===== src/hw/rtl/dsb_pkg.sv =====
// shared types, constants and helpers for the depth sort block
// depends on nothing; imported by every module of the block
`default_nettype none
package dsb_pkg;
	localparam int CAPACITY = 64;
	localparam int ADDR_W   = $clog2(CAPACITY);
	localparam int CNT_W    = ADDR_W + 1;
	localparam int LG_MAX   = ADDR_W;
	localparam int LG_W     = $clog2(LG_MAX + 1);
	localparam int COORD_W  = 20;
	localparam int DIFF_W   = COORD_W + 1;
	localparam int IDX_W    = 20;
	localparam int KEY_W    = 42;
	localparam int RANK_W   = KEY_W + 1;
	localparam int QUEUE_DEPTH = 4;
	localparam int QPTR_W   = $clog2(QUEUE_DEPTH);

	typedef enum logic [1:0] {
		CFG_CAMERA_X = 2'd0,
		CFG_CAMERA_Y = 2'd1,
		CFG_CAMERA_Z = 2'd2
	} cfg_idx_e;

	typedef enum logic [1:0] {
		ST_COLLECT,
		ST_LOAD,
		ST_SORT,
		ST_EMIT
	} back_state_t;

	typedef struct packed {
		logic signed [COORD_W-1:0] pos_x;
		logic signed [COORD_W-1:0] pos_y;
		logic signed [COORD_W-1:0] pos_z;
		logic [IDX_W-1:0]          vertex_index;
		logic                      set_end;
	} item_t;

	typedef struct packed {
		logic [IDX_W-1:0] sorted_index;
		logic [KEY_W-1:0] distance_sq;
		logic             run_end;
		logic             truncated;
	} result_t;

	typedef struct packed {
		logic [KEY_W-1:0] key;
		logic [IDX_W-1:0] idx;
		logic             set_end;
	} qent_t;

	// smallest l with 2**l >= n
	function automatic logic [LG_W-1:0] span_lg(input logic [CNT_W-1:0] n);
		logic [LG_W-1:0] res;
		res = LG_W'(LG_MAX);
		for (int l = LG_MAX; l >= 0; l--) begin
			if ((CNT_W'(1) << l) >= n) res = LG_W'(l);
		end
		return res;
	endfunction
endpackage
`default_nettype wire


===== src/hw/rtl/dsb_queue.sv =====
// short queue between the key pipeline and the sorter
// depends on dsb_pkg
`default_nettype none
module dsb_queue import dsb_pkg::*; (
	input  wire logic  clk,
	input  wire logic  arst_n,
	input  wire logic  wr,
	input  wire qent_t wdata,
	output logic       q_full,
	input  wire logic  rd,
	output logic       q_empty,
	output qent_t      rdata
);
	qent_t             mem_q [QUEUE_DEPTH];
	logic [QPTR_W-1:0] wptr_q, rptr_q;
	logic [QPTR_W:0]   cnt_q;

	assign q_full  = (cnt_q == (QPTR_W+1)'(QUEUE_DEPTH));
	assign q_empty = (cnt_q == '0);
	assign rdata   = mem_q[rptr_q];

	always_ff @(posedge clk or negedge arst_n) begin
		if (!arst_n) begin
			wptr_q <= '0;
			rptr_q <= '0;
			cnt_q  <= '0;
		end else begin
			if (wr) wptr_q <= wptr_q + 1'b1;
			if (rd) rptr_q <= rptr_q + 1'b1;
			cnt_q <= cnt_q + (QPTR_W+1)'(wr) - (QPTR_W+1)'(rd);
		end
	end

	always_ff @(posedge clk) begin
		if (wr) mem_q[wptr_q] <= wdata;
	end
endmodule
`default_nettype wire


===== config.mk =====
export PLATFORM = sky130hd
export DESIGN_NAME = dsb_queue
export DESIGN_NICKNAME = d
export VERILOG_FILES = /design/src/hw/rtl/dsb_pkg.sv /design/src/hw/rtl/dsb_queue.sv
export SDC_FILE = /design/constraint.sdc
export NUM_CORES = 1
export LEC_CHECK = 0
export ABC_AREA = 1
export ABC_CLOCK_PERIOD_IN_PS = 3700
export BUFFER_PORTS_ARGS = -buffer_cell sky130_fd_sc_hd__buf_2
export CAP_MARGIN = 25
export CORE_MARGIN = 3
export CORE_UTILIZATION = 62
export DETAILED_ROUTE_END_ITERATION = 7
export HOLD_SLACK_MARGIN = 0.1
export PLACE_DENSITY = 0.84
export SYNTH_ARGS = -nofsm -noshare
export SYNTH_HDL_FRONTEND = slang
export SYNTH_SLANG_ARGS = --single-unit
export TNS_END_PERCENT = 100

===== constraint.sdc =====
create_clock -name clk -period 3.7 [get_ports clk]
set_clock_uncertainty 0.15 [all_clocks]
set_input_delay 0.74 -clock clk [delete_from_list [all_inputs] [get_ports clk]]
set_output_delay 0.74 -clock clk [all_outputs]
set_load 0.05 [all_outputs]

== Word level (Yosys, flattened, before mapping) ==
Memories as Yosys holds them, arrays and structs flattened.
Cells that the tools add are included.
Widths: inputs -> output; s select.

* Bits in registers: 7
* Bits in latches: 0
* RAM bits: 252
* ROM bits: 0
* Input bits: 67
* Output and inout bits: 65
* Logic and storage cells: 12
* Memories: 1

{| class="wikitable"
|+ Memories
! memory !! depth !! width !! read ports !! clocked after Yosys merged registers in !! write ports !! line !! source
|-
| mem_q || 4 || 63 || 1 || 0 || 1 || dsb_queue.sv:14 || <nowiki>qent_t mem_q [QUEUE_DEPTH];</nowiki>
|}

* $add $sub $neg: 4
* Multiply operators: 0
* Div/mod/pow operators: 0
* Magnitude comparators: 0
* Equality and inequality tests: 1
* Shifts and indexed selects: 0
* Multiplexer cells: 2
* Bitwise operators: 0
* Reductions and logical operators: 1

{| class="wikitable"
|+ Operators by type and width
! cell !! number
|-
| $add 2x1->2 const B || 2
|-
| $add 3x1->3 || 1
|-
| $eq 3x3->1 const B || 1
|-
| $logic_not 3->1 || 1
|-
| $sub 3x1->3 || 1
|-
| $mux 1 || 2
|}

== Depth between registers and ports, before layout ==
* Depth after elaboration: 2
* Mapped depth: 8
* Depth with buffers taken out: 8

== Least setup slack after synthesis ==
Ideal clock, no wire load.

* Kind: input -> register
* Start point: in wr
* End point: mem mem_q[1][0] (netlist name) (enable)
* Setup time: 0.417 ns
* Data arrival time: 2.253 ns
* Data required time: 3.133 ns
* Setup slack: 0.880 ns
* Cell stages on the path: 3
* Buffers on the path: 1
* Cells stage by stage: clkbuf_1 nand2_1 inv_1

* Longest elaborated chain between the ends: 2

{| class="wikitable"
|+ Ends and longest elaborated chain
! element !! line !! source
|-
| from (decl) || dsb_queue.sv:7 || <nowiki>input wire logic wr,</nowiki>
|-
| $mux 1 || dsb_queue.sv:35 || <nowiki>if (wr) mem_q[wptr_q] <= wdata;</nowiki>
|-
| $mux 1 (not written as such) || dsb_queue.sv:35 ||
|-
| to (decl) || dsb_queue.sv:14 ||
|}

No other way between the ends.

==> impl_metrics.yaml <==
synth:
  syn_nets: 1106
  synth_cell_type_count: 16
  ys_ff_latch: 259
  syn_avg_cell_area_um2: 10.6
  seq_area_frac_synth_pct: 70.9
  synth_top_cell_area_share_pct: 69.3
  syn_area_um2: 10900
  synthCells: 1032
  yosys_warnings: 0
  synthTopCellsByArea: "edfxtp_1, nand2_1, inv_1"
  yosysTopAreaCell: "edfxtp_1"
worst_setup_path:
  critPathArrivalTime_ns: 2.17
  critical_path_required_ns: 2.81
  setup.worst_path.end: "rdata[21]"
  ff2ff_path_depth: 5
  reg2reg_from: "wptr_q[0]$_DFFE_PN0P_"
  worstSetupStartpointType: "register"
  critPathLaunch: "rptr_q[0]$_DFFE_PN0P_"
  timing.rr.end: "mem_q[0][35]$_DFFE_PP_"
  worst-path-max-fanout: 32
  cp-end-kind: "output pin"
  regToRegSetupSlack_ns: 1.71
  path_class: "reg -> out"
place:
  placed_cell_area_um2: 11900
  numPortBuffers: 131
  hpwl_mm: 12.7
  gp_congestion: 0.741
job:
  maxCapViolCount: 0
grt:
  grt-ovfl-total: 0
  antenna_found_initial: 3
  grt_max_degree: 129
  grt_first_pass_wirelength_mm: 34.5
  grt_pass1_vias: 7117
  track_usage_pct: 22.1
floorplan:
  coreArea_um2: 16900
  std_cell_rows: 47
  start_util_pct: 64.5
  die_h_um: 139
  die_x_um: 139
  ios: 132
  dieArea_um2: 19300
cts:
  cts_sinks: 259
  ctsResizeCount: 0
  cts_tree: "done"
  cts.clk_slew.worst_paths_ns: 0.06
  clock_latency_ns: 0.51
  cts_max_level: 1
  clock_path_buffers: 3
  cts-root-buf: "clkbuf_16"
  cts_buffers: 26
power:
  irDropWorstVdd_mv: 0.618
  cellPowerDensity_nw_per_um2: 922
  p_leak_uw: 0.00602
min_path:
  worstHoldPathType: "in -> reg"
finish:
  n_antenna_cell: 0
  drive_gt1_share_pct: 15.9
  fin_util_pct: 75.2
  layout_common_cells: "nand2_1, inv_1, edfxtp_1"
  fin_area_um2: 12700
  area_growth_pct: 16.5
  final_common_cell: "nand2_1"
  fin_nets: 1239
status:
  status: "complete, no violations"
sta:
  rsz0062_at_grt: "false"
  period_share_pct: 82.8
  hold_violations: 0
  tightest_slew_ns: 0.792
  layout_min_cycle_time_ns: 3.06
  slew_headroom_pct: 47.2
  maxClockFrequency_mhz: 327
  finalSetupTns_ns: 0
  setup_viol: 0
  slew_viol_final: 0
route:
  routed_wl_mm: 21.5
  viasPerCell: 5.04
  post-route-drc-count: 0
  wire_per_inst_um: 15.3
  drt_first_pass_iters: 5
  ant_nets: 0
  vias: 7070
  drt_iter0_drc: 528
[cells in the mapped netlist]
library cell    n
buf_1           6
buf_2          26
buf_4           1
clkbuf_1        8
dfrtp_1         7
edfxtp_1      252
fa_1            1
ha_1            6
inv_1         264
inv_2           2
nand2_1       326
nand3_1       127
nor2_1          1
nor3_1          1
o21ai_0         1
xor2_1          3
[area by class of cell]
type	count	area, µm²
inverters	266	1000
well taps	220	275
clock buffers	37	733
clock inverters	10	120
fillers	1047	4210
repair buffers	146	858
multi-input cells	466	1990
flip-flops and latches	259	7750
[per-stage QoR]
step / hold WS (ns) / instances / total power, µW / worst slack (ns)
6_report: 0.290 / 1404 / 11700 / 0.638
2_1_floorplan: 0.294 / 1032 / 7900 / 0.880
3_3_place_gp: 0.371 / 1356 / 9090 / 1.25
3_5_place_dp: 0.390 / 1356 / 9210 / 1.20
5_1_grt: 0.270 / 1404 / 12400 / 0.565
4_1_cts: 0.269 / 1404 / 11800 / 0.635
[report_power, final]
| group | total [µW] | switching [µW] | internal [µW] |
|---|---|---|---|
| Combinational | 5160 | 4020 | 1140 |
| Sequential | 3980 | 140 | 3840 |
| Clock | 2590 | 1010 | 1580 |
| Total | 11700 | 5170 | 6570 |
[flip-flops by register name, indices dropped and copies added, names as in the netlist]
signal  cells
mem_q     252
cnt_q       3
rptr_q      2
wptr_q      2
[worst min-delay path by stage]
stage / end / cells after the start / start
floorplan: cnt_q[0]$_DFF_PN0_ / 0 / arst_n
global placement: wptr_q[0]$_DFFE_PN0P_ / 1 / wptr_q[0]$_DFFE_PN0P_
detailed placement: wptr_q[0]$_DFFE_PN0P_ / 1 / wptr_q[0]$_DFFE_PN0P_
CTS: mem_q[0][56]$_DFFE_PP_ / 1 / wdata[56]
global route: mem_q[0][56]$_DFFE_PP_ / 1 / wdata[56]
finish: mem_q[2][6]$_DFFE_PP_ / 1 / wdata[6]
[cell families after synthesis]
kind of cell / count (synthesis) / share of synthesized area [%]
adder cells (fa/ha/maj): 7 / 0.870
buffers and inverters: 307 / 10.9
AO/OA/AOI/OAI: 1 / 0.0458
flip-flops: 259 / 70.9
XOR/XNOR: 3 / 0.241
AND/OR/NAND/NOR: 455 / 17.1
[critical path, cell delays in order (launching register included)]
cell	delay, ns
dfrtp_4	0.50
inv_4	0.29
buf_4	0.35
nand2_1	0.13
nand3_1	0.10
nand2_1	0.07
buf_2	0.21
[routing by layer]
layer / share of wire (%) / wire length (µm) / global-route usage, %
met1: 39 / 8460 / 27.9
met2: 50 / 10800 / 38.6
met3: 8.4 / 1810 / 5.55
met4: 1.9 / 403 / 6.08
met5: 0.16 / 34 / 0
[what timing repair did]
item / CTS / global route
setup buffers: 0 / 0
hold endpoints to repair: 7 / 0
hold buffers: 1 / 0
No activity file was read; power rests on OpenSTA's default activity.
