## src/hw/rtl/dsb_pkg.sv

```systemverilog
// shared types, constants and helpers for the depth sort block
// depends on nothing; imported by every module of the block
`default_nettype none
package dsb_pkg;
	localparam int CAPACITY = 64;
	localparam int ADDR_W   = $clog2(CAPACITY);
	localparam int CNT_W    = ADDR_W + 1;
	localparam int LG_MAX   = ADDR_W;
	localparam int LG_W     = $clog2(LG_MAX + 1);
	localparam int COORD_W  = 20;
	localparam int DIFF_W   = COORD_W + 1;
	localparam int IDX_W    = 20;
	localparam int KEY_W    = 42;
	localparam int RANK_W   = KEY_W + 1;
	localparam int QUEUE_DEPTH = 4;
	localparam int QPTR_W   = $clog2(QUEUE_DEPTH);

	typedef enum logic [1:0] {
		CFG_CAMERA_X = 2'd0,
		CFG_CAMERA_Y = 2'd1,
		CFG_CAMERA_Z = 2'd2
	} cfg_idx_e;

	typedef enum logic [1:0] {
		ST_COLLECT,
		ST_LOAD,
		ST_SORT,
		ST_EMIT
	} back_state_t;

	typedef struct packed {
		logic signed [COORD_W-1:0] pos_x;
		logic signed [COORD_W-1:0] pos_y;
		logic signed [COORD_W-1:0] pos_z;
		logic [IDX_W-1:0]          vertex_index;
		logic                      set_end;
	} item_t;

	typedef struct packed {
		logic [IDX_W-1:0] sorted_index;
		logic [KEY_W-1:0] distance_sq;
		logic             run_end;
		logic             truncated;
	} result_t;

	typedef struct packed {
		logic [KEY_W-1:0] key;
		logic [IDX_W-1:0] idx;
		logic             set_end;
	} qent_t;

	// smallest l with 2**l >= n
	function automatic logic [LG_W-1:0] span_lg(input logic [CNT_W-1:0] n);
		logic [LG_W-1:0] res;
		res = LG_W'(LG_MAX);
		for (int l = LG_MAX; l >= 0; l--) begin
			if ((CNT_W'(1) << l) >= n) res = LG_W'(l);
		end
		return res;
	endfunction
endpackage
`default_nettype wire

```

## src/hw/rtl/dsb_front.sv

```systemverilog
// front end: camera registers and the squared distance pipeline
// depends on dsb_pkg
`default_nettype none
module dsb_front import dsb_pkg::*; (
	input  wire logic               clk,
	input  wire logic               arst_n,
	input  wire logic               cfg_valid,
	output logic                    cfg_ready,
	input  wire logic [1:0]         cfg_index,
	input  wire logic [COORD_W-1:0] cfg_data,
	input  wire logic               push,
	output logic                    full,
	input  wire item_t              item,
	output logic                    q_push,
	input  wire logic               q_full,
	output qent_t                   q_data
);
	logic signed [COORD_W-1:0] cam_x_q, cam_y_q, cam_z_q;
	logic [DIFF_W-1:0] ax_s1, ay_s1, az_s1;
	logic [KEY_W-1:0]  sx_s2, sy_s2, sz_s2, sum_s3;
	logic [IDX_W-1:0]  idx_s1, idx_s2, idx_s3;
	logic              end_s1, end_s2, end_s3;
	logic              v_s1, v_s2, v_s3;
	logic              advance;
	logic signed [DIFF_W-1:0] dx, dy, dz;

	assign cfg_ready = 1'b1;
	assign advance   = !v_s3 || !q_full;
	assign full      = !advance;

	always_ff @(posedge clk or negedge arst_n) begin
		if (!arst_n) begin
			cam_x_q <= '0;
			cam_y_q <= '0;
			cam_z_q <= '0;
		end else if (cfg_valid) begin
			case (cfg_idx_e'(cfg_index))
				CFG_CAMERA_X: cam_x_q <= cfg_data;
				CFG_CAMERA_Y: cam_y_q <= cfg_data;
				CFG_CAMERA_Z: cam_z_q <= cfg_data;
				default: ;
			endcase
		end
	end

	assign dx = DIFF_W'(item.pos_x) - DIFF_W'(cam_x_q);
	assign dy = DIFF_W'(item.pos_y) - DIFF_W'(cam_y_q);
	assign dz = DIFF_W'(item.pos_z) - DIFF_W'(cam_z_q);

	always_ff @(posedge clk or negedge arst_n) begin
		if (!arst_n) begin
			v_s1 <= 1'b0;
			v_s2 <= 1'b0;
			v_s3 <= 1'b0;
		end else if (advance) begin
			v_s1 <= push;
			v_s2 <= v_s1;
			v_s3 <= v_s2;
		end
	end

	always_ff @(posedge clk) begin
		if (advance) begin
			ax_s1  <= dx[DIFF_W-1] ? DIFF_W'(-dx) : DIFF_W'(dx);
			ay_s1  <= dy[DIFF_W-1] ? DIFF_W'(-dy) : DIFF_W'(dy);
			az_s1  <= dz[DIFF_W-1] ? DIFF_W'(-dz) : DIFF_W'(dz);
			idx_s1 <= item.vertex_index;
			end_s1 <= item.set_end;
			sx_s2  <= KEY_W'(ax_s1) * KEY_W'(ax_s1);
			sy_s2  <= KEY_W'(ay_s1) * KEY_W'(ay_s1);
			sz_s2  <= KEY_W'(az_s1) * KEY_W'(az_s1);
			idx_s2 <= idx_s1;
			end_s2 <= end_s1;
			sum_s3 <= sx_s2 + sy_s2 + sz_s2;
			idx_s3 <= idx_s2;
			end_s3 <= end_s2;
		end
	end

	assign q_push = v_s3 && !q_full;
	assign q_data = '{key: sum_s3, idx: idx_s3, set_end: end_s3};
endmodule
`default_nettype wire

```

## config.mk

```make
export PLATFORM = sky130hd
export DESIGN_NAME = dsb_front
export DESIGN_NICKNAME = d
export VERILOG_FILES = /design/src/hw/rtl/dsb_pkg.sv /design/src/hw/rtl/dsb_front.sv
export SDC_FILE = /design/constraint.sdc
export NUM_CORES = 2
export LEC_CHECK = 0
export BUFFER_PORTS_ARGS = -buffer_cell sky130_fd_sc_hd__buf_2
export CAP_MARGIN = 20
export CELL_PAD_IN_SITES_DETAIL_PLACEMENT = 1
export CELL_PAD_IN_SITES_GLOBAL_PLACEMENT = 2
export CORE_MARGIN = 5
export CORE_UTILIZATION = 40
export CTS_CLUSTER_DIAMETER = 80
export DETAILED_ROUTE_END_ITERATION = 10
export GPL_ROUTABILITY_DRIVEN = 0
export PLACE_DENSITY = 0.78
export SLEW_MARGIN = 30
export SYNTH_ARGS = -nofsm -noshare
export SYNTH_HDL_FRONTEND = slang
export SYNTH_SLANG_ARGS = --single-unit
```

## constraint.sdc

```tcl
create_clock -name clk -period 14.4 [get_ports clk]
set_input_delay 2.88 -clock clk [delete_from_list [all_inputs] [get_ports clk]]
set_output_delay 2.88 -clock clk [all_outputs]
set_load 0.01 [all_outputs]
```

Yosys cells after proc, flatten, opt, wreduce, memory -nomap -nowiden
Cells that the tools add are included.

word-level totals
  output and inout bits = 66
  word-level logic and storage cells = 47
  input bits = 108
  flip-flop bits (word level) = 357

cells by class
  equal/unequal tests = 2
  multipliers = 3
  mux-type cells = 3
  $add $sub $neg = 8
  reduce and logical (&&, ||, !) cells = 9

operators by type and width
  cell                  count
  $mul A21 B21 Y42      3
  $add A42 B42 Y42      2
  $neg A21 Y21          3
  $sub A20 B20 Y21      3
  $mux W20              3
  $reduce_and A2 Y1     3
  $logic_not A1 Y1      3
  $eq A2 B1 Y1 const B  1
  $eq A2 B2 Y1 const B  1
  $logic_not A2 Y1      1
  $logic_and A1 B1 Y1   1
  $logic_or A1 B1 Y1    1

Depth between registers and ports, before layout
  word-level depth = 3
  depth in mapped cells = 29
  mapped depth without buffers = 28

Least setup slack after synthesis
OpenSTA, ideal clock, no wires.

  path type = input port to output port
  start = input q_full
  end = output full
  arrival = 9779 ps
  stages on the path = 2
  buffers on the path = 0
  path slack = 1741 ps
  path through = nand2_1 inv_1

between the ends
  longest elaborated chain between the ends = 3

RTL lines
  element             line             source
  from (decl)         dsb_front.sv:15  input wire logic q_full,
  $logic_not A1 Y1    dsb_front.sv:28  assign advance = !v_s3 || !q_full;
  $logic_or A1 B1 Y1  dsb_front.sv:28
  $logic_not A1 Y1    dsb_front.sv:29  assign full = !advance;
  to (decl)           dsb_front.sv:12  output logic full,

No other way between the ends.

Worst setup path in the final report
  start = register ay_s1[5]
  end = register sy_s2[40], data pin

between the ends
  longest elaborated chain between the ends = 1

RTL lines
  element                 line             source
  from (decl)             dsb_front.sv:19  logic [DIFF_W-1:0] ax_s1, ay_s1, az_s1;
  from (signal assigned)  dsb_front.sv:65  ay_s1 <= dy[DIFF_W-1] ? DIFF_W'(-dy) : DIFF_W'(dy);
  $mul A21 B21 Y42        dsb_front.sv:70  sy_s2 <= KEY_W'(ay_s1) * KEY_W'(ay_s1);
  to (signal assigned)    dsb_front.sv:70
  to (decl)               dsb_front.sv:20  logic [KEY_W-1:0] sx_s2, sy_s2, sz_s2, sum_s3;

No other way between the ends.
A chain may end at the register's enable or synchronous reset.

==> results.cfg <==
[timing]
tightest_slew_ns = 0.971
finalClockSkew_ns = 0.0341
period_share = 0.572
clock.fmax_ghz = 0.121
setup_violations = 0
tns_ns = 0
rsz0062_at_grt = no
relSlewSlack = 0.353
period_needed_ns = 8.24
slew_violations = 0
finalHoldViolCount = 0

[detailed_routing]
wl_per_cell_um = 19.3
dr.pass1.iters = 5
vias = 37260
remaining_drc_errors = 0
viasPerCell = 5.00
postRouteAntennaNets = 0
drt_wl_total_um = 144000
drt-initial-drc-count = 1216

[floorplanning]
ios = 174
die_x_um = 382
dieArea_um2 = 146000
coreArea_um2 = 137000
num_rows = 136
dieHeight_um = 382
start_util = 0.402

[worst_setup_path]
slowest_stage = edfxtp_1
worstSetupPathDepth = 26
crit_top_cell = inv_1
cp_top_family = adder cells
r2r_cells = 26
crit_buf_inv = 8
worstSetupStartpoint = ay_s1[5]
cp_data_required_time_ns = 14.75
reg2reg_from = ay_s1[5]
r2r-end = sy_s2[40]
critPathMaxStageDelay_ns = 0.88
cp-end-kind = flop
crit_type = reg2reg
cp.arrival_ns = 8.59
reg2reg_slack_ns = 6.16
cp_max_fo = 20
critPathLaunchType = flop
cp-endpoint = sy_s2[40]

[grt]
grt_pass1_wl_um = 234000
grtUsageTotal = 0.202
antenna_found_initial = 8
first_global_vias = 42326
grt_max_degree = 172
overflow = 0

[min_path]
hp-class = reg2reg
holdPathStages = 0

[clocking]
cts_max_level = 2
clk_latency_ns = 0.61
cts_root_buf = clkbuf_16
cts_sinks = 354
ctsHoldBuffers = 0
cts_setup_buffers = 0
ctsResizeCount = 0
clockBufferDepth = 3
numCtsBuffers = 46
cts_tree = yes
clk_pin_slew_worst_paths_ns = 0.06

[finish]
seq_area_um2 = 10300
multi_input_area_um2 = 39300
layout.nets = 7268
area_delta_synth_final_pct = 8.34
fill_cells = 15339
layout-drive-gt1-share = 0.0689

[place]
dp_hpwl_um = 120000
numPortBuffers = 172

[synth]
synthArstFlopShare = 0.178
syn_area_per_cell_um2 = 10.0
synthCells = 5504
synth_cell_type_count = 83
synth_area_um2 = 55200
ys.flop_type = edfxtp_1
synth_edf_count = 291
synth-seq-cells = 354
ys_seq_area_frac = 0.187
ys_warn_count = 0

[run]
drv_cap = 0

[outcome]
outcome = finished clean
cell type report:
class	count	area share
antenna	1	0.0000418
clock buffer	60	0.0212
clock inverter	25	0.00561
inverter	1324	0.0831
multi-input combinational	3665	0.657
sequential	354	0.172
tap	1794	0.0375
timing repair buffer	231	0.0228
synthesized netlist by cell type (29+ instances only):
master	n	area [µm²]
inv_1	1324	4970
clkbuf_1	158	593
nand3_1	36	180
nor2_1	151	567
fa_1	974	19500
and2_1	263	1650
edfxtp_1	291	8740
ha_1	564	7060
nor2b_1	33	206
xor2_1	101	885
a21o_1	104	781
dfrtp_1	63	1580
nor3_1	29	145
a21oi_1	201	1010
nand2_1	507	1900
xnor2_1	184	1610
mux2_2	47	529
o21ai_0	120	601
metrics by stage:
stage | hold WS (ns) | cells | area [µm²] | setup slack, ns | utilization
floorplan | 0.400 | 5506 | 55200 | 1.74 | -
global placement | 0.401 | 7360 | 58100 | 6.34 | 0.423
detailed placement | 0.406 | 7360 | 58100 | 6.18 | 0.423
CTS | 0.420 | 7445 | 59700 | 6.13 | 0.435
global route | 0.423 | 7453 | 59800 | 5.71 | 0.436
finish | 0.414 | 7454 | 59800 | 6.16 | 0.436
worst min path at each step:
stage	slack (ns)	startpoint	to
3_3_place_gp	0.40	idx_s2[5]	idx_s3[5]
3_5_place_dp	0.41	idx_s2[1]	idx_s3[1]
2_1_floorplan	0.40	end_s1	end_s2
6_report	0.41	idx_s2[16]	idx_s3[16]
5_1_grt	0.42	idx_s2[1]	idx_s3[1]
4_1_cts	0.42	idx_s2[16]	idx_s3[16]
sequential cells by signal, indices dropped and copies added, names as in the netlist:
| signal | cells |
|---|---|
| cam_x_q | 20 |
| sx_s2 | 41 |
| idx_s2 | 20 |
| sum_s3 | 42 |
| idx_s1 | 20 |
| sy_s2 | 41 |
| v_s3 | 1 |
| end_s2 | 1 |
| end_s3 | 1 |
| idx_s3 | 20 |
| cam_y_q | 20 |
| ax_s1 | 21 |
| ay_s1 | 21 |
| v_s1 | 1 |
| sz_s2 | 41 |
| end_s1 | 1 |
| az_s1 | 21 |
| cam_z_q | 20 |
| v_s2 | 1 |
cell usage in the layout, fill, tap and decap left out, drive strengths merged, types with 7 or more instances in the layout:
master      n
and2      263
nand3      37
clkinv     13
and3       21
o21ai     124
mux2       47
a31oi      24
o31ai      20
nand4      11
dfrtp      63
o211ai     10
buf       231
inv      1330
or3         9
a21oi     204
xnor2     184
xor2      101
a221oi      9
nor3       29
a211oi     24
fa        974
nor2      151
or2        17
edfxtp    291
ha        564
o21bai     25
o21a       27
clkbuf     60
and4        8
o2111ai     9
nor2b      33
nand2b     23
nor4        7
nand2     507
a21o      104
metal layers:
layer	global-route usage	wire, µm
met1	0.274	64400
met2	0.358	72300
met3	0.0205	4740
met4	0.0337	2550
met5	0	0
logic make-up (layout without fill, tap and decap cells):
logic type	after synthesis	in the layout	synth area share
flip-flops	354	354	0.187
AND/OR/NAND/NOR	1146	1146	0.100
multiplexers	49	49	0.00995
adder cells (fa/ha/maj)	1538	1538	0.481
buffers and inverters	1487	1640	0.101
AO/OA/AOI/OAI	643	643	0.0752
XOR/XNOR	285	285	0.0452
other	2	5	0.000136
Power is not shown: default switching activity piles up to over one toggle a cycle in this logic, so the estimate is an artifact.
